**config.mk**
```make
export PLATFORM = sky130hd
export DESIGN_NAME = nih_ram
export DESIGN_NICKNAME = d
export VERILOG_FILES = /design/src/rtl/nih_ram.sv
export SDC_FILE = /design/constraint.sdc
export NUM_CORES = 2
export LEC_CHECK = 0
export ABC_AREA = 1
export BUFFER_PORTS_ARGS = -buffer_cell sky130_fd_sc_hd__buf_2
export CORE_MARGIN = 3
export CORE_UTILIZATION = 55
export CTS_CLUSTER_DIAMETER = 80
export DETAILED_ROUTE_END_ITERATION = 6
export HOLD_SLACK_MARGIN = 0.15
export PLACE_DENSITY = 0.81
export SLEW_MARGIN = 5
export SYNTH_ARGS = -nofsm -noshare
export SYNTH_HDL_FRONTEND = slang
export SYNTH_SLANG_ARGS = --single-unit
```
**constraint.sdc**
```tcl
create_clock -name clk -period 2.19 [get_ports clk]
set_clock_uncertainty 0.2 [all_clocks]
set_input_delay 0 -clock clk [delete_from_list [all_inputs] [get_ports clk]]
set_output_delay 0 -clock clk [all_outputs]
set_load 0.01 [all_outputs]
```
**src/rtl/nih_ram.sv**
```systemverilog
// generic simple dual port ram, registered read
// no dependencies
module nih_ram #(
    parameter int WIDTH = 8,
    parameter int DEPTH = 256
) (
    input  logic                     clk,
    input  logic                     we,
    input  logic [$clog2(DEPTH)-1:0] waddr,
    input  logic [WIDTH-1:0]         wdata,
    input  logic [$clog2(DEPTH)-1:0] raddr,
    output logic [WIDTH-1:0]         rdata
);
    logic [WIDTH-1:0] mem [DEPTH];

    always_ff @(posedge clk) begin
        if (we) begin
            mem[waddr] <= wdata;
        end
        rdata <= mem[raddr];
    end
endmodule

```
==> After elaboration in Yosys (flattened, before gate mapping) <==
Memories as Yosys holds them, arrays and structs flattened. A register that Yosys moved wholly into a read port is not among the register bits.
Index checks and enable logic that the tools add are counted.
{ "word_totals": {"ff_bits": 0, "mem_bits_rw": 2048, "input_bits": 26, "output_inout_bits": 8, "elab_cells": 3, "mem_count": 1} }
{ "mem_list": {"columns": ["memory", "depth", "width", "read_ports", "rd_clocked_by_memory_dff", "wr", "line", "rtl"], "rows": [
  ["mem", 256, 8, 1, 1, 1, "14", "logic [WIDTH-1:0] mem [DEPTH];"]
]} }
{ "classes": {"n_mux": 2} }
{ "ops": {"columns": ["cell", "n"], "rows": [
  ["2-to-1 mux 1 bit", 2]
]} }

==> Longest topological paths before layout <==
{ "logic_depth": {"ltp_word": 2, "mapped_depth": 15, "depth_no_buf": 11} }

==> Least setup slack after synthesis <==
Ideal clock, no wire load.
{ "synth_timing": {"kind": "input-to-reg", "start": "input port we", "end": "memory mem[162][0] (enable)", "setup_time_ns": 0.370, "arrival_time_ns": 1.121, "required_time_ns": 1.620, "slack_ns": 0.499, "stages": 4, "path_buffers": 2, "path_cell_list": "clkbuf_1 > nand3_1 > clkbuf_1 > nor2_1"} }
{ "synth_between": {"elab_chain_cells": 2} }
{ "synth_lines": {"columns": ["item", "line", "rtl"], "rows": [
  ["start, declared", "8", "input logic we,"],
  ["2-to-1 mux 1 bit", "17", "if (we) begin"],
  ["2-to-1 mux 1 bit (implied by the code)", "18", "mem[waddr] <= wdata;"],
  ["end, declared", "14", null]
]} }
Every way passes these cells.

==> results.toml <==
[detailed_routing]
postRouteAntennaNets = 0
wl_mm = 237
dr.pass1.iters = 7
vias = 60100
drc = 1
vias_per_cell = 6.25
dr.first_iter.drc_count = 10000
wl_per_cell_um = 24.6

[cts]
clock-sinks = 2056
cts_tree = "done"
htreeDepth = 4
cts_root_buf = "clkbuf_16"
numCtsBuffers = 191
postCtsSetupBuffers = 0
worst_skew_pair.late_latency_ps = 840
path_clk_slew_ps = 60
clk_path_buf_depth = 3

[power]
worst_ir_drop_vdd_v = 0.000676
p_per_area_nw_per_um2 = 838
power_leakage_uw = 0.0349
finalPower_uw = 81300

[placed_design]
hpwl_mm = 141
gp_congestion = 0.959
portBuffers = 33
place_area_um2 = 90300

[die]
rows = 142
core-area_um2 = 150000
io_pins = 34
die_w_um = 395
chipHeight_um = 395
initial_core_util_pct = 55.5
dieArea_um2 = 156000

[hold_path]
hold_path_class = "primary input to flop"

[layout]
seq_area_um2 = 61700
fillCellCount = 10100
drive_gt1_share_pct = 12.6
layout_commonest_cell = "nand2_1"
post-route-cell-area_um2 = 97100
multi_input_area_um2 = 19200
fin_nets = 7465
syn2layout_area_growth_pct = 16.4
final_cell_mix = "nand2_1 (2,120), edfxtp_1 (2,048), nand3_1 (2,010)"

[critical_path]
cp-start-kind = "primary input"
endpoint_kind = "flop"
cp_slowest_cell = "dlygate4sd3_1"
cp_top_family = "buffers and inverters"
cp_max_fo = 21
cp_cell_sequence = "dlygate4sd3_1, buf_12, clkinv_8, buf_12, buf_12, buf_4, nand3_1, nand3_1, nand3_1, nand3_1, nand3_1, nand3_2, nand2_2, nand2_1, nand2_1"
worstPathArrival_ps = 2790
worstSetupPathType = "primary input to flop"
worstPathRequired_ps = 2740
crit_top_cell = "nand3_1"
cp.buffers_inverters = 6
critPathMaxStageDelay_ps = 580

[sta]
tightest_slew_ps = 1120
layout_min_cycle_time_ps = 2240
timing.fmax_mhz = 447
setup_viol = 1
setup_ws_ps = -47.7
totalNegativeSetupSlack_ps = -47.7
report.final.hold_viol_count = 0
drv_slew = 0
slew-limit-headroom_pct = 25.2
min_period_over_period_pct = 102

[logic_synthesis]
synth_compound_area_share_pct = 0
syn_nets = 7029
synth_fa_ha_area_share_pct = 0
synth.avg_cell_area_um2 = 11.9
synth_simple_gate_area_share_pct = 22.9
synth_top_family_by_area = "simple AND/OR/NAND/NOR gates"
syn-cell-area_um2 = 83400
synth_xor_area_share_pct = 0
synth_seq_cells = 2056
ys_types = 14
synth.yosys.seq_area_share_pct = 73.9
yosysWarnings = 0
syn_inst = 7003
muxShareOfSynthArea_pct = 0

[outcome]
violations = "DRC, setup timing"
status = "finished with violations"

[global_route]
antenna_found_initial = 4
grt_usage_pct = 29.9
grt_pass1_wl_mm = 354
grt_pass1_vias = 58400
overflow = 0
grt_max_degree = 107

[run]
cap_violations = 0
## Yosys cell counts
cell type / count / area, µm²
edfxtp_1: 2048 / 61500
buf_1: 40 / 150
nor2_1: 283 / 1060
buf_8: 1 / 15.0
buf_2: 268 / 1340
dfxtp_1: 8 / 160
inv_1: 36 / 135
nand3_1: 2019 / 10100
inv_2: 2 / 7.51
inv_4: 1 / 6.26
clkbuf_1: 112 / 420
buf_6: 16 / 180
nand2_1: 2123 / 7970
buf_4: 46 / 345
## through the flow
step / hold WS, ps / cells / setup slack [ps] / utilization, %
after floorplan: -101 / 7003 / 499 / -
after global placement: 176 / 9207 / -258 / 60.0
after detailed placement: 182 / 9207 / -340 / 60.0
after CTS: 151 / 9611 / 54.5 / 64.4
after global routing: 268 / 9613 / -3.31 / 64.6
final: 227 / 9621 / -47.7 / 64.6
## metal layers
| metal | track usage, % | up-vias | share of wire, % |
|---|---|---|---|
| li1 | - | 25700 | - |
| met1 | 39.7 | 28500 | 34 |
| met2 | 46.5 | 4984 | 46 |
| met3 | 6.80 | 907 | 14 |
| met4 | 15.3 | 0 | 5.7 |
| met5 | 0 | - | 0 |
## layout make-up
type	instances	share of cell area (%)
clock buffer	240	5.21
inverter	39	0.191
antenna	8	0.0206
timing repair buffer	726	7.73
clock inverter	111	0.951
sequential	2056	63.5
tap	2016	2.60
multi-input combinational	4425	19.8
## path summary, 6_finish.rpt
kind	slack, ps	to	cells past startpoint	start
worst max register to register	20	rdata[1]	10	mem[73][1]
worst min-delay path	230	rdata[6]	12	raddr[0]
worst max-delay path	-50	rdata[4]	15	raddr[1]
worst min register to register	830	rdata[3]	10	mem[38][3]
## tightest hold or removal path, cell delays in order
cell     delay, ps
buf_8          150
inv_16          90
nand2_1        110
nand3_1         90
nand3_1        110
nand3_1        120
nand3_1         90
nand3_1         80
nand3_1        130
nand2_1        100
nand2_1         80
nand2_1         50
## flip-flops by register name, summed over array words and instances (netlist names)
signal	count
rdata	8
mem	2048
## logic make-up (layout without fill, tap and decap cells)
logic type	Yosys count	after routing
other cells	0	8
flops	2056	2056
simple gates	4425	4425
buf+inv	522	1116
## power breakdown
| part | leakage, µW | switching [µW] | internal [µW] |
|---|---|---|---|
| sequential | 0.0185 | 75.0 | 43400 |
| combinational | 0.0135 | 4010 | 1770 |
| clock | 0.00292 | 14300 | 17800 |
| total | 0.0349 | 18400 | 62900 |
## repair_timing
| item | 4_1_cts | 5_1_grt |
|---|---|---|
| hold buffers | 53 | 0 |
| endpoints found under the hold margin | 4096 | 0 |
| endpoints found under the setup margin | 0 | 68 |
| gates resized for setup | 0 | 29 |
Power figures use the tool's default switching activity.
