==> src/rtl/nih_pkg.sv <==
// types, codes and the hash step for the name intern table
// no dependencies
package nih_pkg;

    typedef struct packed {
        logic [7:0] name_byte;
        logic       last_byte;
    } in_t;

    typedef struct packed {
        logic [15:0] handle;
        logic [1:0]  status;
    } res_t;

    typedef struct packed {
        logic       bank;
        logic       bad;
        logic [8:0] n;
        logic [31:0] hash;
    } job_t;

    typedef struct packed {
        logic clearing;
        logic done;
    } bk_stat_t;

    typedef enum logic [4:0] {
        B_CLEAR, B_IDLE, B_PROBE_RD, B_PROBE_CHK, B_CMP_RD, B_CMP_CHK,
        B_INS_RD, B_INS_WR, B_GROW_CLR, B_GROW_RD, B_GROW_CHK, B_HLEN,
        B_HASH_RD, B_HASH_CHK, B_REH_RD, B_REH_CHK, B_RESULT
    } bk_state_t;

    localparam logic [1:0]  ST_FOUND  = 2'd0;
    localparam logic [1:0]  ST_NEW    = 2'd1;
    localparam logic [1:0]  ST_FULL   = 2'd2;
    localparam logic [31:0] HASH_SEED = 32'd5381;
    localparam logic [8:0]  POS_SAT   = 9'd511;

    function automatic logic [31:0] djb_step(input logic [31:0] h, input logic [7:0] b);
        return ((h << 5) + h) ^ {24'd0, b};
    endfunction

endpackage

==> src/rtl/nih_jobq.sv <==
// two entry queue of finished names between front and back
// depends on nih_pkg
module nih_jobq (
    input  logic          aclk,
    input  logic          aresetn,
    input  logic          push,
    input  nih_pkg::job_t push_job,
    input  logic          pop,
    output logic          empty,
    output nih_pkg::job_t head
);
    import nih_pkg::*;

    job_t       mem_reg [2];
    logic       wp_reg, rp_reg;
    logic [1:0] cnt_reg;

    assign empty = (cnt_reg == 2'd0);
    assign head  = mem_reg[rp_reg];

    always_ff @(posedge aclk) begin
        if (!aresetn) begin
            wp_reg  <= 1'b0;
            rp_reg  <= 1'b0;
            cnt_reg <= 2'd0;
        end else begin
            if (push) begin
                wp_reg <= !wp_reg;
            end
            if (pop) begin
                rp_reg <= !rp_reg;
            end
            cnt_reg <= cnt_reg + {1'b0, push} - {1'b0, pop};
        end
        if (push) begin
            mem_reg[wp_reg] <= push_job;
        end
    end
endmodule

==> config.mk <==
export PLATFORM = sky130hd
export DESIGN_NAME = nih_jobq
export DESIGN_NICKNAME = d
export VERILOG_FILES = /design/src/rtl/nih_pkg.sv /design/src/rtl/nih_jobq.sv
export SDC_FILE = /design/constraint.sdc
export NUM_CORES = 1
export LEC_CHECK = 0
export ABC_CLOCK_PERIOD_IN_PS = 3900
export BUFFER_PORTS_ARGS = -buffer_cell sky130_fd_sc_hd__buf_2
export CORE_ASPECT_RATIO = 1.75
export CORE_UTILIZATION = 52
export DETAILED_ROUTE_END_ITERATION = 6
export GPL_ROUTABILITY_DRIVEN = 1
export PLACE_DENSITY = 0.79
export RECOVER_POWER = 50
export SLEW_MARGIN = 25
export SYNTH_ARGS = -nofsm -noshare
export SYNTH_HDL_FRONTEND = slang
export SYNTH_SLANG_ARGS = --single-unit
==> constraint.sdc <==
create_clock -name aclk -period 3.9 [get_ports aclk]
set_input_delay 0.78 -clock aclk [delete_from_list [all_inputs] [get_ports aclk]]
set_output_delay 0.78 -clock aclk [all_outputs]
set_load 0.01 [all_outputs]
## Yosys cells after proc, flatten, opt, wreduce, memory -nomap -nowiden

Memories as Yosys holds them, arrays and structs flattened. A register that Yosys moved wholly into a read port is not among the register bits.
Cells that the tools add are included.

| storage, ports and cells | value |
|---|---|
| memories | 1 |
| flip-flop bits (word level) | 4 |
| RAM bits | 86 |
| logic and storage cells | 13 |

Memory list:

| name | words | width | rd ports | clocked after Yosys merged registers in | wr ports | line | text |
|---|---|---|---|---|---|---|---|
| mem_reg | 2 | 43 | 1 | 1 | 1 | nih_jobq.sv:14 | `job_t mem_reg [2];` |

| cells by class | value |
|---|---|
| add/subtract/negate cells | 2 |
| multiplexer cells | 4 |
| reduce and logical (&&, ||, !) cells | 3 |

Operators by type and width:

| operator | count |
|---|---|
| $mux 1 | 4 |
| $add 2x1->2 | 1 |
| $logic_not 1->1 | 2 |
| $logic_not 2->1 | 1 |
| $sub 2x1->2 | 1 |

## Longest topological paths before layout

| depth | value |
|---|---|
| depth after elaboration | 3 |
| mapped depth | 6 |

## Worst setup path before layout

Ideal clock, no wire load.

| timing | value |
|---|---|
| path type | input to register |
| from | input push |
| to | memory mem_reg[0][0] in the netlist's numbering (enable) |
| library setup time | 450 ps |
| stages | 1 |
| setup slack | 722 ps |
| data arrival time | 2728 ps |
| cells stage by stage | nor2b_1 |

| on the way | value |
|---|---|
| cells in the longest elaborated chain, start to end | 2 |

Ends and longest elaborated chain:

| what | line | text |
|---|---|---|
| start: declaration | nih_jobq.sv:6 | `input logic push,` |
| $mux 1 | nih_jobq.sv:35 | `if (push) begin` |
| $mux 1 (implied by the code) | nih_jobq.sv:36 | `mem_reg[wp_reg] <= push_job;` |
| end: declaration | nih_jobq.sv:14 |  |

Every way passes these cells.

==> impl_metrics.xml <==
<?xml version="1.0" encoding="UTF-8"?>
<metrics>
  <group name="run_status">
    <metric name="run_status" unit="">complete, but fails checks</metric>
    <metric name="failed_checks" unit="">max-capacitance violations, max-slew violations</metric>
  </group>
  <group name="floorplanning">
    <metric name="start_util" unit="">0.5394</metric>
    <metric name="io-pin-count" unit="">91</metric>
    <metric name="core_area" unit="sq mm">0.006539</metric>
    <metric name="chipHeight" unit="um">111.0</metric>
    <metric name="num_rows" unit="">39</metric>
    <metric name="die-area" unit="sq mm">0.007129</metric>
    <metric name="die_w" unit="um">64.26</metric>
  </group>
  <group name="clocking">
    <metric name="tritoncts.num_buffers" unit="">9</metric>
    <metric name="worstSkewPairLatency" unit="ps">330</metric>
    <metric name="clkSinkCount" unit="">91</metric>
    <metric name="cts_tree" unit="">done</metric>
    <metric name="clock-root-buffer" unit="">sky130_fd_sc_hd__clkbuf_16</metric>
    <metric name="postCtsSetupRepairBufs" unit="">0</metric>
    <metric name="number_of_instances_resized_during_post_cts_repair" unit="">0</metric>
    <metric name="hold_buffers" unit="">0</metric>
    <metric name="clk_transition_reported_paths" unit="ps">50</metric>
    <metric name="clock_tree.htree_level_count" unit="">3</metric>
    <metric name="max-clock-path-buffers" unit="">2</metric>
  </group>
  <group name="critical_path">
    <metric name="cp_top_family" unit="">flip-flops</metric>
    <metric name="cp_max_fo" unit="">17</metric>
    <metric name="critPathArrivalTime" unit="ps">1840</metric>
    <metric name="max_stage_delay" unit="ps">650</metric>
    <metric name="buffers_inverters_on_critical_path" unit="">2</metric>
    <metric name="cp-end-kind" unit="">output pin</metric>
    <metric name="startpoint_type" unit="">register</metric>
    <metric name="timing_worst_setup_path_type" unit="">reg -&gt; out</metric>
    <metric name="critical_path_rt" unit="ps">3120</metric>
    <metric name="crit_chain" unit="">buf_4 &gt; mux2_4 &gt; buf_2</metric>
    <metric name="worst_path_max_delay_cell" unit="">sky130_fd_sc_hd__dfxtp_2</metric>
  </group>
  <group name="synthesis">
    <metric name="synth.cell_area" unit="sq mm">0.003527</metric>
    <metric name="portion_of_netlist_area_occupied_by_mux_cells" unit="">0.1799</metric>
    <metric name="syn-num-nets" unit="">203</metric>
    <metric name="synth_seq_cells" unit="">91</metric>
    <metric name="yosysWarnings" unit="">0</metric>
    <metric name="synth_seq_area_share" unit="">0.7606</metric>
    <metric name="post_synth_xor_area_fraction" unit="">0.008868</metric>
    <metric name="postSynthAreaPerCell" unit="sq um">22.90</metric>
    <metric name="synth_fa_ha_area_frac" unit="">0.007095</metric>
    <metric name="ys_types" unit="">14</metric>
    <metric name="synth_area_in_compound_gates" unit="">0.002128</metric>
    <metric name="syn-instance-count" unit="">154</metric>
    <metric name="synth-simple-area-share" unit="">0.01348</metric>
    <metric name="synth_top_family_by_area" unit="">multiplexers</metric>
  </group>
  <group name="detailed_routing">
    <metric name="vias_per_cell" unit="">4.821</metric>
    <metric name="routed_wire_per_std_cell" unit="um">16.71</metric>
    <metric name="route.detailed.drc" unit="">0</metric>
    <metric name="dr.pass1.iters" unit="">4</metric>
    <metric name="drt_wl_total" unit="mm">5.682</metric>
    <metric name="detailroute.via_count" unit="">1639</metric>
    <metric name="dr.first_iter.drc_count" unit="">44</metric>
    <metric name="detail-route-antenna-nets" unit="">0</metric>
  </group>
  <group name="sta">
    <metric name="post-route-min-period" unit="ps">2617</metric>
    <metric name="fmax" unit="GHz">0.3821</metric>
    <metric name="final-setup-viol-count" unit="">0</metric>
    <metric name="timing.hold.ws" unit="ps">584.6</metric>
    <metric name="report.final.slew_viol_count" unit="">44</metric>
    <metric name="finalHoldViolCount" unit="">0</metric>
    <metric name="postLayoutSetupSlackWorst" unit="ps">1283</metric>
    <metric name="final.period_utilization" unit="">0.6711</metric>
    <metric name="slew_at_the_pin_with_the_worst_max_slew_slack" unit="ps">1968</metric>
    <metric name="grt_setup_unrepaired" unit="">no</metric>
    <metric name="slew_headroom" unit="">-0.3122</metric>
    <metric name="timing.clock.skew" unit="ps">2.889</metric>
    <metric name="setup_tns" unit="ps">0</metric>
  </group>
  <group name="hold_path">
    <metric name="worst_hold_path_type" unit="">reg -&gt; reg</metric>
  </group>
  <group name="global_routing">
    <metric name="grt_first_pass_wirelength" unit="mm">8.631</metric>
    <metric name="global_route.usage.total" unit="">0.1712</metric>
    <metric name="grt_start_max_net_pins" unit="">44</metric>
    <metric name="overflow" unit="">0</metric>
    <metric name="initial_antenna_violation_count" unit="">0</metric>
    <metric name="first_global_vias" unit="">1702</metric>
  </group>
  <group name="place">
    <metric name="gp_congestion" unit="">0.7045</metric>
    <metric name="port_buffers" unit="">90</metric>
    <metric name="post_dp_cell_area" unit="sq mm">0.004021</metric>
    <metric name="place_hpwl" unit="mm">3.905</metric>
    <metric name="dp_slack" unit="ps">1546</metric>
  </group>
  <group name="power_and_ir_drop">
    <metric name="pwr-share-comb" unit="">0.116</metric>
    <metric name="pwr-share-clk" unit="">0.343</metric>
    <metric name="power.switching" unit="uW">447.7</metric>
    <metric name="ir_worst_vdd" unit="V">0.0003382</metric>
    <metric name="internal_power" unit="uW">1687</metric>
    <metric name="swShare" unit="">0.2097</metric>
    <metric name="power.total" unit="uW">2135</metric>
    <metric name="power_per_cell_area" unit="mW/mm^2">504.0</metric>
    <metric name="seq_power_share" unit="">0.541</metric>
    <metric name="p_leak" unit="uW">0.001640</metric>
  </group>
  <group name="cells_and_area">
    <metric name="areaGrowthSynthToFinish" unit="%">20.11</metric>
    <metric name="drive_gt1_frac" unit="">0.4612</metric>
    <metric name="n_antenna_cell" unit="">0</metric>
    <metric name="num-nets-final" unit="">302</metric>
    <metric name="most-common-layout-cells" unit="">sky130_fd_sc_hd__edfxtp_1, sky130_fd_sc_hd__buf_2, sky130_fd_sc_hd__mux2_4, sky130_fd_sc_hd__clkbuf_1, sky130_fd_sc_hd__clkbuf_16</metric>
    <metric name="largest_register_ffs" unit="">86</metric>
    <metric name="mostFrequentLayoutCell" unit="">sky130_fd_sc_hd__edfxtp_1</metric>
    <metric name="final_area" unit="sq mm">0.004237</metric>
  </group>
  <group name="job">
    <metric name="cap_viol_max_count" unit="">1</metric>
  </group>
</metrics>
[power by group through the flow]
stage / sequential, uW / combinational, uW / clock, uW
2_1_floorplan: 1160 / 184 / 0
3_3_place_gp: 1170 / 250 / 0
3_5_place_dp: 1180 / 255 / 0
4_1_cts: 1160 / 256 / 748
5_1_grt: 1160 / 267 / 782
6_report: 1160 / 247 / 732
[metrics by stage]
stage,std cells,utilization
6_report,340,0.6479
4_1_cts,340,0.6537
2_1_floorplan,154,-
5_1_grt,340,0.6479
3_5_place_dp,324,0.6150
3_3_place_gp,324,0.6150
[layer usage]
layer  global-route usage  share of wire  vias to the layer above
met3              0.05453          0.059                       12
met5                    0              0                        -
met4              0.09333          0.027                        0
li1                     -              -                      796
met2               0.2758           0.53                       54
met1               0.1993           0.38                      777
[path summary, 6_finish.rpt]
check        startpoint  slack [ps]  depth (start not counted)             end
max            register        1280                          3        head[26]
min              rp_reg         580                          2        register
max reg2reg      wp_reg        1620                          1  mem_reg[1][35]
min reg2reg      rp_reg         580                          2        register
[cells in the mapped netlist]
library cell / instances / area (sq um)
sky130_fd_sc_hd__o21a_1: 1 / 7.510
sky130_fd_sc_hd__inv_1: 2 / 7.510
sky130_fd_sc_hd__nor2_1: 1 / 3.750
sky130_fd_sc_hd__mux2_2: 3 / 33.78
sky130_fd_sc_hd__dfxtp_1: 5 / 100.1
sky130_fd_sc_hd__buf_6: 1 / 11.26
sky130_fd_sc_hd__mux2_4: 40 / 600.6
sky130_fd_sc_hd__and2_1: 4 / 25.02
sky130_fd_sc_hd__nor2b_1: 3 / 18.77
sky130_fd_sc_hd__buf_12: 4 / 80.08
sky130_fd_sc_hd__xor2_1: 1 / 8.760
sky130_fd_sc_hd__xnor3_1: 1 / 22.52
sky130_fd_sc_hd__ha_1: 2 / 25.02
sky130_fd_sc_hd__edfxtp_1: 86 / 2582
[final cells by class]
cell class,instances,area [sq um]
timing repair buffer,93,436.7
clock inverter,5,20.02
fill,485,2302
multi-input combinational,56,753.2
inverter,2,7.507
clock buffer,11,232.7
sequential,91,2684
tap,82,102.6
[worst min-delay path: stages, from the launching register on]
cell and delay, ps:
sky130_fd_sc_hd__dfxtp_1 330, sky130_fd_sc_hd__xor2_1 70, sky130_fd_sc_hd__and2_0 140
[cells by family (layout without fill, tap and decap cells)]
kind of cell	after synthesis	count (layout)
flops	91	91
mux	43	43
simple gates	8	8
buf+inv	7	111
fa+ha+maj	2	2
xor+xnor	2	2
compound gates	1	1
(Power assumes the default switching activity.)
