--- config.mk ---
export PLATFORM = sky130hd
export DESIGN_NAME = nih_front
export DESIGN_NICKNAME = d
export VERILOG_FILES = /design/src/rtl/nih_pkg.sv /design/src/rtl/nih_front.sv
export SDC_FILE = /design/constraint.sdc
export NUM_CORES = 1
export LEC_CHECK = 0
export ABC_CLOCK_PERIOD_IN_PS = 3100
export BUFFER_PORTS_ARGS = -buffer_cell sky130_fd_sc_hd__buf_2
export CORE_ASPECT_RATIO = 0.8
export CORE_MARGIN = 5
export CORE_UTILIZATION = 30
export CTS_CLUSTER_DIAMETER = 50
export DETAILED_ROUTE_END_ITERATION = 10
export PLACE_DENSITY = 0.53
export SYNTH_ARGS = -nofsm -noshare
export SYNTH_HDL_FRONTEND = slang
export SYNTH_SLANG_ARGS = --single-unit
--- constraint.sdc ---
create_clock -name aclk -period 3.1 [get_ports aclk]
set_input_delay 0.31 -clock aclk [delete_from_list [all_inputs] [get_ports aclk]]
set_output_delay 0.31 -clock aclk [all_outputs]
set_load 0.005 [all_outputs]
--- src/rtl/nih_pkg.sv ---
// types, codes and the hash step for the name intern table
// no dependencies
package nih_pkg;

    typedef struct packed {
        logic [7:0] name_byte;
        logic       last_byte;
    } in_t;

    typedef struct packed {
        logic [15:0] handle;
        logic [1:0]  status;
    } res_t;

    typedef struct packed {
        logic       bank;
        logic       bad;
        logic [8:0] n;
        logic [31:0] hash;
    } job_t;

    typedef struct packed {
        logic clearing;
        logic done;
    } bk_stat_t;

    typedef enum logic [4:0] {
        B_CLEAR, B_IDLE, B_PROBE_RD, B_PROBE_CHK, B_CMP_RD, B_CMP_CHK,
        B_INS_RD, B_INS_WR, B_GROW_CLR, B_GROW_RD, B_GROW_CHK, B_HLEN,
        B_HASH_RD, B_HASH_CHK, B_REH_RD, B_REH_CHK, B_RESULT
    } bk_state_t;

    localparam logic [1:0]  ST_FOUND  = 2'd0;
    localparam logic [1:0]  ST_NEW    = 2'd1;
    localparam logic [1:0]  ST_FULL   = 2'd2;
    localparam logic [31:0] HASH_SEED = 32'd5381;
    localparam logic [8:0]  POS_SAT   = 9'd511;

    function automatic logic [31:0] djb_step(input logic [31:0] h, input logic [7:0] b);
        return ((h << 5) + h) ^ {24'd0, b};
    endfunction

endpackage

--- src/rtl/nih_front.sv ---
// front: takes name bytes, buffers them, hashes, queues finished names
// depends on nih_pkg
module nih_front #(
    parameter int MAX_NAME_BYTES = 256
) (
    input  logic                                 aclk,
    input  logic                                 aresetn,
    input  logic                                 s_valid,
    output logic                                 s_ready,
    input  nih_pkg::in_t                         s_data,
    output logic                                 buf_we,
    output logic [$clog2(MAX_NAME_BYTES):0]      buf_waddr,
    output logic [7:0]                           buf_wdata,
    output logic                                 push,
    output nih_pkg::job_t                        push_job,
    input  nih_pkg::bk_stat_t                    stat
);
    import nih_pkg::*;
    localparam int BW = $clog2(MAX_NAME_BYTES);

    logic [8:0]  pos_reg, pos_next;
    logic [31:0] hash_reg, hash_next;
    logic [7:0]  len_reg, len_next;
    logic        bank_reg, bank_next;
    logic [1:0]  outst_reg, outst_next;
    logic        acc;
    logic [9:0]  n;
    logic [7:0]  lenb;

    assign s_ready   = !stat.clearing && (outst_reg < 2'd2);
    assign acc       = s_valid && s_ready;
    assign n         = {1'b0, pos_reg} + 10'd1;
    assign lenb      = (pos_reg == 9'd0) ? s_data.name_byte : len_reg;
    assign buf_we    = acc && (pos_reg < 9'(MAX_NAME_BYTES));
    assign buf_waddr = {bank_reg, pos_reg[BW-1:0]};
    assign buf_wdata = s_data.name_byte;
    assign push      = acc && s_data.last_byte;

    always_comb begin
        push_job.bank = bank_reg;
        push_job.n    = n[8:0];
        push_job.hash = hash_reg;
        push_job.bad  = (n > 10'(MAX_NAME_BYTES)) || ({2'd0, lenb} != (n - 10'd1));
    end

    always_comb begin
        pos_next   = pos_reg;
        hash_next  = hash_reg;
        len_next   = len_reg;
        bank_next  = bank_reg;
        outst_next = outst_reg + {1'b0, push} - {1'b0, stat.done};
        if (acc) begin
            if (pos_reg == 9'd0) begin
                len_next = s_data.name_byte;
            end
            if (s_data.last_byte) begin
                pos_next  = 9'd0;
                hash_next = HASH_SEED;
                bank_next = !bank_reg;
            end else begin
                if (pos_reg >= 9'd1 && pos_reg < 9'(MAX_NAME_BYTES)) begin
                    hash_next = djb_step(hash_reg, s_data.name_byte);
                end
                if (pos_reg < POS_SAT) begin
                    pos_next = pos_reg + 9'd1;
                end
            end
        end
    end

    always_ff @(posedge aclk) begin
        if (!aresetn) begin
            pos_reg   <= 9'd0;
            hash_reg  <= HASH_SEED;
            bank_reg  <= 1'b0;
            outst_reg <= 2'd0;
        end else begin
            pos_reg   <= pos_next;
            hash_reg  <= hash_next;
            bank_reg  <= bank_next;
            outst_reg <= outst_next;
        end
        len_reg <= len_next;
    end
endmodule

## Word level (Yosys, flattened, before mapping)

Cells that the tools add are included.

- Bits in registers: 52
- Memory bits (writable): 0
- Bits in read-only memories: 0
- Input port bits: 14
- Latch bits: 0
- Memories: 0

- Reductions and logical operators: 14
- Bitwise logic cells: 1
- Shift-type cells: 0
- Add/subtract/negate cells: 6
- $lt $le $gt $ge: 5
- Muxes and demuxes: 5
- $mul: 0
- Div/mod/pow operators: 0
- Equal/unequal tests: 1

Operators with widths:

| cell | number |
|---|---|
| $mux W32 | 2 |
| $add A32 B32 Y32 | 1 |
| $xor A32 B8 Y32 | 1 |
| $lt A9 B9 Y1 const B | 2 |
| $mux W9 | 2 |
| $add A9 B1 Y10 const B | 1 |
| $gt A10 B9 Y1 const B | 1 |
| $ne A8 B10 Y1 | 1 |
| $sub A10 B1 Y10 const B | 1 |
| $add A9 B1 Y9 const B | 1 |
| $ge A9 B1 Y1 const B | 1 |
| $logic_not A9 Y1 | 1 |
| $mux W8 | 1 |
| $reduce_and A2 Y1 | 3 |
| $logic_and A1 B1 Y1 | 5 |
| $reduce_bool A2 Y1 | 2 |
| $add A2 B1 Y2 | 1 |
| $logic_not A1 Y1 | 2 |
| $lt A2 B2 Y1 const B | 1 |
| $sub A2 B1 Y2 | 1 |
| $logic_or A1 B1 Y1 | 1 |

## Longest topological paths before layout

Gate-level depths: netlist of run 1.

- Word-level depth: 6
- Depth in mapped cells: 11
- Depth with buffers taken out: 10

## Least setup slack after synthesis of run 1

OpenSTA, ideal clock, no wires.

- Kind: flip-flop to flip-flop
- From: register hash_reg[5]
- To: register hash_reg[31]
- Stages on the path, launching flop included: 11
- Data required time: 3005 ps
- Slack: 620 ps
- Arrival: 2384 ps
- Library setup time: 95 ps
- Cell sequence: dfxtp_1 ha_1 inv_1 fa_1 nor2b_1 o2111ai_1 a211o_1 a41oi_1 a2111oi_2 xnor2_1 o311ai_1

- Longest elaborated chain between the ends: 4

RTL lines:

| item | line | text |
|---|---|---|
| start, declared | nih_front.sv:22 | `logic [31:0] hash_reg, hash_next;` |
| start signal, assigned | nih_front.sv:79 | `hash_reg <= hash_next;` |
| $add A32 B32 Y32 | nih_pkg.sv:40 | `return ((h << 5) + h) ^ {24'd0, b};` |
| $xor A32 B8 Y32 | nih_pkg.sv:40 |  |
| $mux W32 | nih_front.sv:61 | `if (pos_reg >= 9'd1 && pos_reg < 9'(MAX_NAME_BYTES)) begin` |
| $mux W32 | nih_front.sv:56 | `if (s_data.last_byte) begin` |

Every way passes these cells. The select of a mux whose other input is x is not followed.
A chain may end at the register's enable or synchronous reset.

==> reports/results.tsv, run 1 <==
stage	metric	value	unit
status	outcome	completed	
worst_setup_path	critical_path_buf_inv_count	3	
timing	fin_crit_sh	93.13	%
layout	area_growth	15.18	%
timing	max_freq	346.4	MHz
synthesis	yosys_warnings	0	
clock_network	clkLatencyLatePin	310	ps
power_and_ir_drop	finalPower	1591	uW
grt	grt_usage	14.63	%
clock_network	cts.reportedPaths.clkPinSlew	70	ps
layout	drive_above_1_share	21.50	%
synthesis	syn_inst	533	
clock_network	cts_inserted_buffers	5	
worst_setup_path	cp_data_arrival_time	2580	ps
synthesis	synth_nets	580	
timing	drv_slew	0	
clock_network	htreeDepth	2	
timing	finalSetupTns	0	ps
die	io_pins	77	
layout	antenna_cells	0	
grt	grt_pass1_vias	3801	
drt	wl	12.23	mm
placed_design	port_buffers	76	
die	placementRows	39	
timing	worst_slew_pin_slew	1009	ps
die	fp.dieH	117.2	um
placed_design	place_congestion	0.8798	
grt	grt_max_degree	30	
synthesis	synth_area	4312	um2
flow_run	cap_violations	0	
timing	fin_ws	213.1	ps
die	die_w	144.0	um
die	start_util	30.36	%
timing	finClkSkew	8.240	ps
die	core_area	14200	um2
clock_network	hold_buffers	0	
synthesis	ys_ff_latch	52	
die	dieArea	16880	um2
worst_setup_path	timing.critical_path.max_delay_family	simple AND/OR/NAND/NOR gates	
synthesis	synthFlopType	dfxtp_1	
drt	dr.pass1.iters	4	
power_and_ir_drop	vdd_drop_max	195.6	uV
layout	fin_nets	632	
grt	antenna_found_initial	0	
drt	vias	3936	
synthesis	synth_top_area_cell	dfxtp_1	
timing	setup_viol	0	
synthesis	synth_edf_count	8	
synthesis	synth.most_common_cell	nand2_1	
timing	period_needed	2887	ps
timing	final-hold-violation-count	0	
worst_setup_path	crit_fanout	8	
grt	grt_pass1_wl	19.73	mm
synthesis	netlist_top_cells_area	dfxtp_1 20%, ha_1 9.3%, xnor2_1 6.9%	
clock_network	postCtsSetupRepairBufs	0	
drt	drt_iter0_markers	252	
power_and_ir_drop	powerDensity	320.3	nW/um2
worst_hold_path	hold_class	input port to register	
timing	slew_headroom	32.56	%
worst_setup_path	path_common_cell	buf_4	
synthesis	ys_types	68	
placed_design	pre_cts_slack	308.6	ps
grt	overflow	0	
synthesis	yosysTopAreaCellShare	20.43	%
layout	fillerInstances	1498	
timing	grt_setup_unrepaired	false	
worst_setup_path	path_cells	buf_4 > ha_1 > nand2_1 > nor2_1 > buf_4 > or3_1 > a211oi_1 > o21ai_0 > mux2i_1 > nand3_1 > buf_2	
layout	post-route-util	34.97	%
drt	drc	0	
power_and_ir_drop	p_leak	0.002139	uW
clock_network	cts_tree	yes	
worst_setup_path	slowest_stage	dfxtp_2	
synthesis	synth_common_cells	58 x nand2_1, 44 x dfxtp_1, 34 x xnor2_1	
layout	largest_reg_flops	32	
synthesis	synth-async-reset-ratio	0	%
worst_setup_path	required	2790	ps
worst_setup_path	cp_slowest_stage_delay	350	ps
drt	final_antenna_net_count	0	
worst_setup_path	end_kind	output port	
worst_setup_path	critPathLaunchType	register	
layout	design_area	4966	um2
placed_design	dpl_cell_area	4777	um2
clock_network	cts.sinks	52	
worst_setup_path	crit_type	register to output port	
drt	wire_per_inst	15.88	um
drt	viasPerCell	5.112	
clock_network	cts_root_buf	clkbuf_16	
synthesis	syn_area_per_cell	8.089	um2
synthesis	ys_seq_area_share	26.00	%
placed_design	hpwl	9.501	mm
clock_network	clock_path_buffers	2	
## layer usage
metal	share of wire (%)	global-route usage [%]	wire, um	up-vias
li1	-	-	-	2002
met1	49	20.44	6002	1843
met2	44	22.91	5402	82
met3	5.9	3.290	727	9
met4	0.79	3.764	97	0
met5	0	0	0	-
## cell usage in the layout, fill, tap and decap left out, types with 15 or more instances in the layout
master,instances
a21oi_1,31
ha_1,31
buf_4,15
nand2_1,58
nor2_1,31
buf_2,76
nor2b_1,15
nand3_1,15
o21ai_0,31
xor2_1,19
dfxtp_1,41
inv_1,16
xnor2_1,34
## power by group
group | switching (uW) | total, uW | internal, uW | leakage [uW]
logic | 160 | 283 | 123 | 0.00164
clock network | 283 | 583 | 299 | 0.0000716
registers | 15.5 | 725 | 710 | 0.000432
## repair_timing
item	in CTS	in global routing
setup endpoints to repair	0	1
resized for setup	0	13
hold endpoints to repair	0	0
## final timing paths
path,startpoint,cells past startpoint,to,slack [ps]
max reg2reg,hash_reg[5],10,hash_reg[31],300
min,s_data[2],4,hash_reg[1],350
max,pos_reg[0],11,push_job[41],210
min reg2reg,hash_reg[30],2,hash_reg[30],480
## worst register-to-register path: cells and delay by family (launching register included)
family / cells / cell delay, ps
adders and majority gates: 2 / 590
DFF: 1 / 380
xor gates and xnor gates: 1 / 160
buffers and inverters: 1 / 50
AOI/OAI and AO/OA: 5 / 1370
and+or+nand+nor: 1 / 160
## final cells by class
class | count | area [um2] | area share, %
repair buffers | 91 | 493.0 | 9.927
multi-input cells | 419 | 2915 | 58.71
clock inverters | 3 | 17.52 | 0.3527
clock buffers | 5 | 125.1 | 2.520
flip-flops and latches | 52 | 1125 | 22.65
well taps | 184 | 230.2 | 4.636
inverters | 16 | 60.06 | 1.209
## per-stage QoR
| step | hold slack (ps) | cells |
|---|---|---|
| 3_5_place_dp | 472.9 | 762 |
| 5_1_grt | 382.6 | 770 |
| 2_1_floorplan | 458.1 | 533 |
| 3_3_place_gp | 475.4 | 762 |
| 6_report | 352.9 | 770 |
| 4_1_cts | 354.2 | 770 |
## cells by family (layout without fill, tap and decap cells)
kind of cell	after synthesis	after routing	share of synthesized area (%)
simple gates	185	185	22.61
compound gates	136	136	20.52
buf+inv	62	115	7.371
xor+xnor	53	53	10.77
flops	52	52	26.00
fa+ha+maj	33	33	9.750
mux	12	12	2.989
No activity file was read; power rests on OpenSTA's default activity.
==> run 2: changes to the inputs <==
--- a/config.mk
+++ b/config.mk
@@ -5,14 +5,14 @@
 export SDC_FILE = /design/constraint.sdc
 export NUM_CORES = 1
 export LEC_CHECK = 0
-export ABC_CLOCK_PERIOD_IN_PS = 3100
+export ABC_CLOCK_PERIOD_IN_PS = 2350
 export BUFFER_PORTS_ARGS = -buffer_cell sky130_fd_sc_hd__buf_2
 export CORE_ASPECT_RATIO = 0.8
 export CORE_MARGIN = 5
 export CORE_UTILIZATION = 30
 export CTS_CLUSTER_DIAMETER = 50
 export DETAILED_ROUTE_END_ITERATION = 10
-export PLACE_DENSITY = 0.53
+export PLACE_DENSITY = 0.55
 export SYNTH_ARGS = -nofsm -noshare
 export SYNTH_HDL_FRONTEND = slang
 export SYNTH_SLANG_ARGS = --single-unit
==> constraint.sdc (replaced) <==
create_clock -name aclk -period 2.35 [get_ports aclk]
set_input_delay 0.235 -clock aclk [delete_from_list [all_inputs] [get_ports aclk]]
set_output_delay 0.235 -clock aclk [all_outputs]
set_load 0.005 [all_outputs]
==> run 2 against run 1 <==
  * The run now ends with negative setup slack left
  * Routed wire length up 13%
  * Cell count increased by 11%
  * Clock skew increased by 0.53 ps
  * Critical endpoint unchanged
  * Design area is 20% higher
  * Count of clock-buffer cells in the layout unchanged
  * Clock power grew 52%
  * Power increased by 46%
  * Flip-flop and latch count stayed put
  * Non-clock buffer count is 83 higher
==> reports/results.tsv, run 2 (same netlist as run 1, synthesis figures left out) <==
stage	metric	value	unit
drt	vias	4394	
layout	final_cell_mix	92 x buf_4, 76 x buf_2, 57 x nand2_1	
worst_setup_path	reg2reg_to	hash_reg[31]	
worst_setup_path	cp_data_arrival_time	2340	ps
worst_setup_path	crit_end	push_job[41]	
timing	fin_ws	-226.8	ps
drt	wire_per_inst	16.20	um
timing	max_freq	388.1	MHz
layout	area_growth	38.39	%
clock_network	cts_root_buf	clkbuf_16	
timing	setup_viol	4	
layout	fin_nets	715	
die	die_w	144.0	um
power_and_ir_drop	powerDensity	390.1	nW/um2
layout	fillerInstances	1409	
placed_design	pre_cts_slack	-202.8	ps
drt	drc	0	
timing	grt_setup_unrepaired	true	
worst_setup_path	required	2120	ps
worst_hold_path	hold_class	input port to register	
timing	slew_headroom	69.54	%
die	core_area	14200	um2
power_and_ir_drop	p_leak	0.002654	uW
worst_setup_path	crit_type	register to output port	
grt	grt_pass1_wl	22.29	mm
layout	mostFrequentLayoutCell	buf_4	
clock_network	cts.reportedPaths.clkPinSlew	80	ps
die	placementRows	39	
grt	grt_pass1_vias	4435	
worst_setup_path	slowest_stage	mux2_4	
power_and_ir_drop	vdd_drop_max	219.9	uV
worst_setup_path	startpoint	pos_reg[2]	
clock_network	clkLatencyLatePin	300	ps
worst_setup_path	path_cells	nor3_4 > nand4b_4 > mux2_4 > xnor2_1 > nand2b_4 > a2111oi_4 > nand3_1 > buf_2	
grt	grt_usage	16.32	%
timing	fin_crit_sh	109.7	%
die	start_util	30.36	%
timing	finalSetupTns	-298.2	ps
worst_setup_path	reg2regPathDepth	10	
die	dieArea	16880	um2
timing	final-hold-violation-count	0	
timing	period_needed	2577	ps
timing	worst_slew_pin_slew	452.1	ps
placed_design	port_buffers	76	
status	violations	negative setup slack	
placed_design	place_congestion	0.8833	
die	io_pins	77	
layout	largest_reg_flops	32	
status	outcome	finished with violations	
die	fp.dieH	117.2	um
worst_setup_path	end_kind	output port	
grt	antenna_found_initial	0	
worst_setup_path	critPathLaunchType	register	
worst_setup_path	reg2reg_from	hash_reg[5]	
placed_design	hpwl	10.62	mm
clock_network	cts.sinks	52	
clock_network	htreeDepth	2	
grt	overflow	0	
flow_run	cap_violations	0	
timing	drv_slew	0	
clock_network	clock_path_buffers	2	
drt	dr.pass1.iters	4	
grt	grt_max_degree	26	
clock_network	cts_inserted_buffers	5	
worst_setup_path	r2r_slack	-60	ps
timing	worst_hold_slack	248.9	ps
timing	finClkSkew	8.769	ps
worst_setup_path	crit_fanout	8	
drt	wl	13.82	mm
drt	viasPerCell	5.151	
drt	drt_iter0_markers	264	
drt	final_antenna_net_count	0	
clock_network	hold_buffers	0	
clock_network	cts_tree	yes	
worst_setup_path	cp_slowest_stage_delay	370	ps
layout	drive_above_1_share	37.97	%
layout	antenna_cells	0	
==> run 2: cell type report <==
class / count / area [um2] / area share, %
clock buffers: 5 / 125.1 / 2.097
multi-input cells: 419 / 3228 / 54.10
repair buffers: 174 / 1147 / 19.23
clock inverters: 3 / 46.29 / 0.7758
flip-flops and latches: 52 / 1130 / 18.93
inverters: 16 / 60.06 / 1.007
well taps: 184 / 230.2 / 3.858
==> run 2: worst min-delay path by stage <==
stage,from,endpoint,cells past startpoint
finish,aresetn,hash_reg[19],2
global route,aresetn,hash_reg[19],2
CTS,aresetn,hash_reg[19],2
detailed placement,hash_reg[27],hash_reg[27],2
global placement,hash_reg[28],hash_reg[28],2
floorplan,s_data[1],hash_reg[0],3
==> run 2: per-stage QoR <==
| stage | cells | util, % | instance area [um2] | power (uW) |
|---|---|---|---|---|
| finish | 853 | 42.02 | 5967 | 2328 |
| global route | 853 | 42.02 | 5967 | 2421 |
| CTS | 849 | 40.81 | 5794 | 2328 |
| detailed placement | 837 | 37.80 | 5368 | 1404 |
| global placement | 837 | 37.80 | 5368 | 1398 |
| floorplan | 533 | - | 4339 | 1245 |
==> run 2: power by group <==
part	internal (uW)	switching [uW]	leakage [uW]
Clock	508	378	0.0000804
Sequential	936	17.4	0.000433
Combinational	233	256	0.00214
Total	1680	651	0.00265
==> run 2: layer usage <==
layer  part of all wire [%]  track usage, %  vias to the layer above
met3                    4.0           3.046                       11
met4                   0.81           3.701                        0
met5                      0               0                        -
met2                     47           27.15                       88
li1                       -               -                     2163
met1                     48           22.12                     2132
==> run 2: repair_timing <==
item	CTS	global route
buffers inserted	5	4
resized for setup	51	30
setup endpoints to repair	7	14
pin swaps	14	6
==> run 2: critical path: cells and delay by family, from the launching register on <==
family,cells,cell delay (ps)
buf+inv,1,140
mux,1,370
simple gates,4,750
compound gates,1,280
flops,1,340
xor+xnor,1,130
